===== config.mk =====
export PLATFORM = sky130hd
export DESIGN_NAME = hufd_ctrl
export DESIGN_NICKNAME = d
export VERILOG_FILES = /design/src/rtl/hufd_pkg.sv /design/src/rtl/hufd_ctrl.sv
export SDC_FILE = /design/constraint.sdc
export NUM_CORES = 1
export LEC_CHECK = 0
export ABC_AREA = 1
export BUFFER_PORTS_ARGS = -buffer_cell sky130_fd_sc_hd__buf_2
export CAP_MARGIN = 20
export CORE_AREA = 2 2 39 41
export CTS_CLUSTER_SIZE = 14
export DETAILED_ROUTE_END_ITERATION = 16
export DIE_AREA = 0 0 41 43
export GPL_TIMING_DRIVEN = 0
export PLACE_DENSITY = 0.7
export RECOVER_POWER = 100
export SETUP_SLACK_MARGIN = 0.02
export SLEW_MARGIN = 20
export SYNTH_ARGS = -nofsm -noshare
export SYNTH_HDL_FRONTEND = slang
export SYNTH_SLANG_ARGS = --single-unit

===== constraint.sdc =====
create_clock -name i_clk -period 2 [get_ports i_clk]
set_clock_uncertainty 0.2 [all_clocks]
set_input_delay 0.1 -clock i_clk [delete_from_list [all_inputs] [get_ports i_clk]]
set_output_delay 0.1 -clock i_clk [all_outputs]
set_load 0.005 [all_outputs]

===== src/rtl/hufd_pkg.sv =====
package hufd_pkg;

    localparam int MAX_NODES = 1024;
    localparam int ADDR_W    = $clog2(MAX_NODES);

    localparam int LINK_W    = 11;
    localparam int GLYPH_W   = 9;
    localparam int COUNT_W   = 11;
    localparam int INDEX_W   = 10;
    localparam int BYTE_W    = 8;
    localparam int BITCNT_W  = $clog2(BYTE_W);

    localparam logic [LINK_W-1:0]  LINK_NONE = '1;
    localparam logic [GLYPH_W-1:0] GLYPH_END = 9'd256;
    localparam logic [COUNT_W-1:0] NODE_COUNT_RESET = 11'd1;

    typedef enum logic [1:0] {
        ACT_WRITE  = 2'd0,
        ACT_DECODE = 2'd1,
        ACT_START  = 2'd2
    } t_action;

    typedef enum logic [1:0] {
        ST_SYMBOL = 2'd0,
        ST_END    = 2'd1,
        ST_ERROR  = 2'd2
    } t_status;

    typedef struct packed {
        logic [GLYPH_W-1:0] glyph;
        logic [LINK_W-1:0]  left;
        logic [LINK_W-1:0]  right;
    } t_entry;

    localparam int ENTRY_W = $bits(t_entry);

    typedef struct packed {
        logic    accept;
        logic    rd_cur;
        logic    rd_link;
        logic    rd_root;
        logic    ld_entry;
        logic    go_root;
        logic    advance;
        logic    emit;
        t_status emit_code;
        logic    flush;
    } t_dp_cmd;

    typedef struct packed {
        logic link_bad;
        logic is_leaf;
        logic is_end;
        logic bit_last;
        logic halted;
        logic end_seen;
        logic err_seen;
        logic pend_valid;
        logic out_free;
    } t_dp_stat;

endpackage


===== src/rtl/hufd_ctrl.sv =====
module hufd_ctrl import hufd_pkg::*; (
    input  logic       i_clk,
    input  logic       i_rst_n,
    input  logic       i_in_valid,
    input  logic [1:0] i_action,
    input  t_dp_stat   i_stat,
    output logic       o_in_ready,
    output t_dp_cmd    o_cmd
);

    typedef enum logic [4:0] {
        S_IDLE  = 5'b00001,
        S_LOAD  = 5'b00010,
        S_STEP  = 5'b00100,
        S_NEXT  = 5'b01000,
        S_FLUSH = 5'b10000
    } t_state;

    t_state r_state;
    t_state n_state;
    logic   can_emit;

    // a new result may enter the pending slot once the older one can move on
    assign can_emit   = !i_stat.pend_valid || i_stat.out_free;
    assign o_in_ready = r_state == S_IDLE;

    always_comb begin
        o_cmd   = '0;
        n_state = r_state;
        case (r_state)
            S_IDLE: begin
                if (i_in_valid) begin
                    o_cmd.accept = 1'b1;
                    if ((i_action == ACT_DECODE) && !i_stat.halted) begin
                        o_cmd.rd_cur = 1'b1;
                        n_state      = S_LOAD;
                    end
                end
            end
            S_LOAD: begin
                o_cmd.ld_entry = 1'b1;
                n_state        = S_STEP;
            end
            S_STEP: begin
                if (i_stat.link_bad) begin
                    if (can_emit) begin
                        o_cmd.emit      = 1'b1;
                        o_cmd.emit_code = ST_ERROR;
                        n_state         = S_FLUSH;
                    end
                end else begin
                    o_cmd.rd_link = 1'b1;
                    n_state       = S_NEXT;
                end
            end
            S_NEXT: begin
                if (i_stat.is_leaf) begin
                    if (can_emit) begin
                        o_cmd.emit = 1'b1;
                        if (i_stat.is_end) begin
                            o_cmd.emit_code = ST_END;
                            n_state         = S_FLUSH;
                        end else begin
                            o_cmd.emit_code = ST_SYMBOL;
                            o_cmd.go_root   = 1'b1;
                            if (i_stat.bit_last) begin
                                n_state = S_FLUSH;
                            end else begin
                                o_cmd.advance = 1'b1;
                                o_cmd.rd_root = 1'b1;
                                n_state       = S_LOAD;
                            end
                        end
                    end
                end else begin
                    o_cmd.ld_entry = 1'b1;
                    if (i_stat.bit_last) begin
                        n_state = S_FLUSH;
                    end else begin
                        o_cmd.advance = 1'b1;
                        n_state       = S_STEP;
                    end
                end
            end
            S_FLUSH: begin
                if (!i_stat.pend_valid || i_stat.out_free) begin
                    o_cmd.flush = 1'b1;
                    n_state     = S_IDLE;
                end
            end
            default: begin
                n_state = S_IDLE;
            end
        endcase
    end

    always_ff @(posedge i_clk) begin
        if (!i_rst_n) begin
            r_state <= S_IDLE;
        end else begin
            r_state <= n_state;
        end
    end

endmodule


==> impl_metrics.env <==
export IMPL_synth_top_area_cell="dfxtp_1"
export IMPL_drive_gt1_frac=0.268
export IMPL_yosysWarnings=0
export IMPL_cts_buffer_depth=2
export IMPL_fmax_mhz=584
export IMPL_core_um2=1380
export IMPL_yosysSeqAreaShare=0.193
export IMPL_sw_frac_of_total=0.481
export IMPL_gp_congestion=0.853
export IMPL_cp_end_kind="output pin"
export IMPL_synth_cell_types=20
export IMPL_use_met1=0.216
export IMPL_finalSetupViolCount=0
export IMPL_worstSkewPairLatency_ps=240
export IMPL_clock_sinks=5
export IMPL_grt_usage=0.182
export IMPL_synth_cells=94
export IMPL_grt_max_degree=8
export IMPL_largest_reg_flops=5
export IMPL_grt_pass1_vias=584
export IMPL_tightestPinTransition_ps=434
export IMPL_status="completed"
export IMPL_slew_viol_final=0
export IMPL_avgViaCountPerCell=4.55
export IMPL_post_route_period_util=0.856
export IMPL_wire_per_inst_um=8.88
export IMPL_ff_latch_area_um2=100
export IMPL_power_density_nw_per_um2=966
export IMPL_drt_iter0_markers=11
export IMPL_cts_root_buf="clkbuf_4"
export IMPL_peakVddDrop_uv=520
export IMPL_path_class="flip-flop to output pin"
export IMPL_power_leakage_nw=0.386
export IMPL_pin_count=26
export IMPL_dp_cells=133
export IMPL_io_buffers=23
export IMPL_p_int_w=0.000349
export IMPL_p_clk_frac=0.174
export IMPL_fin_cells=139
export IMPL_path_buf_inv=2
export IMPL_hp_class="input pin to flip-flop"
export IMPL_ant_nets=0
export IMPL_netlist_area_um2=519
export IMPL_power_frac_seq=0.239
export IMPL_met2_usage=0.281
export IMPL_path_cells="nor2_4 -> nand3_1 -> nor2_1 -> inv_1 -> o21ai_0 -> clkbuf_1"
export IMPL_grt_pass1_wl_um=2200
export IMPL_syn_nets=108
export IMPL_dpl_hpwl_um=1050
export IMPL_rsz0062_at_grt="no"
export IMPL_cpMaxStageDelayCell="dfxtp_1"
export IMPL_slowest_delay_ps=340
export IMPL_critPathLaunchType="flip-flop"
export IMPL_multiInputGateArea_um2=347
export IMPL_antenna_found_initial=0
export IMPL_fp_dieW_um=41
export IMPL_nets=138
export IMPL_htree_levels=1
export IMPL_power_switching_w=0.000323
export IMPL_setup_tns_ps=0
export IMPL_start_util=0.375
export IMPL_syn_area_per_cell_um2=5.52
export IMPL_grt_overflow=0
export IMPL_path_delay_family="simple AND/OR/NAND/NOR gates"
export IMPL_p_comb_frac=0.587
export IMPL_busiest_layer="met2"
export IMPL_crit_fanout=6
export IMPL_num_rows=14
export IMPL_post_cts_setup_buffer_count=0
export IMPL_largest_register="r_state"
export IMPL_antenna_cells=0
export IMPL_p_total_w=0.000672
export IMPL_cts_clk_slew_worst_paths_ps=40
export IMPL_cp_required_ps=1700
export IMPL_cts_tree="yes"
export IMPL_synth_seq_cells=5
export IMPL_n_fill_cell=148
export IMPL_drc=0
export IMPL_area_growth_pct=34.0
export IMPL_dr_pass1_iters=4
export IMPL_yosysTopAreaCellShare=0.193
export IMPL_hold_violations=0
export IMPL_drt_wl_total_um=1240
export IMPL_cts_buffers=3
export IMPL_cp_arrival_ps=1410
export IMPL_top_regs="r_state x5"
export IMPL_max_cap_viol_count=0
export IMPL_die_area_um2=1760
export IMPL_vias=632
export IMPL_slew_headroom=0.710
export IMPL_synth_area_leaders="dfxtp_1, nor2_1, inv_1, nand2_1, nand3_1"
export IMPL_finalCriticalPeriod_ps=1710
export IMPL_die_y_um=43
export IMPL_met3_usage=0.0785
-- cells by family after synthesis --
| group | count (synthesis) | synth area share |
|---|---|---|
| and+or+nand+nor | 66 | 0.612 |
| buffers and inverters | 18 | 0.142 |
| DFF | 5 | 0.193 |
| AOI/OAI and AO/OA | 5 | 0.0530 |
-- worst paths after layout --
path | from | to | slack, ps | cells after the start
worst max-delay path | r_state[0] | o_cmd[3] | 290 | 6
worst min-delay path | i_action[1] | r_state[0] | 30 | 5
worst max register to register | r_state[3] | r_state[4] | 420 | 8
worst min register to register | r_state[4] | r_state[4] | 360 | 2
-- area by class of cell --
cell class | instances | area share
tap | 16 | 0.0288
inverter | 17 | 0.0935
multi-input combinational | 71 | 0.498
sequential | 5 | 0.144
buffer | 1 | 0.0108
clock buffer | 4 | 0.0378
timing repair buffer | 25 | 0.187
-- layout by cell type (no fill, tap or decap), drive strengths merged, types with 3 or more instances in the layout --
cell	instances
nand3	12
nand2	17
nor2	31
nor3	3
buf	16
nand4	3
inv	16
clkbuf	12
dfxtp	5
-- worst min-delay path: stages --
cell and delay, ps:
buf_2 80, inv_1 40, nand4_1 90, nand2_1 60
nand3_1 70
-- routing by layer --
| metal | wire [um] | part of all wire |
|---|---|---|
| met4 | 14 | 0.011 |
| met5 | 0 | 0 |
| met3 | 66 | 0.053 |
| met2 | 582 | 0.47 |
| met1 | 571 | 0.46 |
-- Yosys cell counts --
master	count
nand3_2	1
inv_4	1
nand4_1	2
dfxtp_1	5
nand2_4	1
nor3_2	1
o21a_1	1
nor2_2	4
nor2_1	26
nand4_2	1
nor3_1	2
nand2_1	15
o21ai_0	2
inv_1	15
nor2_4	1
a21oi_1	2
inv_2	1
nand2_2	1
nand3_1	11
buf_4	1
-- per-stage QoR --
step	area [um^2]	setup slack [ps]	hold slack [ps]	util
CTS	701	236	27.7	0.506
floorplan	519	720	-15.9	-
global placement	654	525	144	0.473
finish	696	287	34.5	0.503
detailed placement	654	495	136	0.473
global route	696	83.6	87.9	0.503
-- power groups by stage --
stage,sequential (W),combinational [W],clock (W)
final,0.000161,0.000395,0.000117
after global routing,0.000166,0.000456,0.000130
after global placement,0.000162,0.000399,0
after floorplan,0.000158,0.000308,0
after detailed placement,0.000163,0.000408,0
after CTS,0.000161,0.000411,0.000122
-- timing repair --
action | CTS | global route
hold buffers | 2 | 0
hold endpoints to repair | 5 | 0
endpoints found under the setup margin | 0 | 1
resized for setup | 0 | 1
No activity file was read; power rests on OpenSTA's default activity.
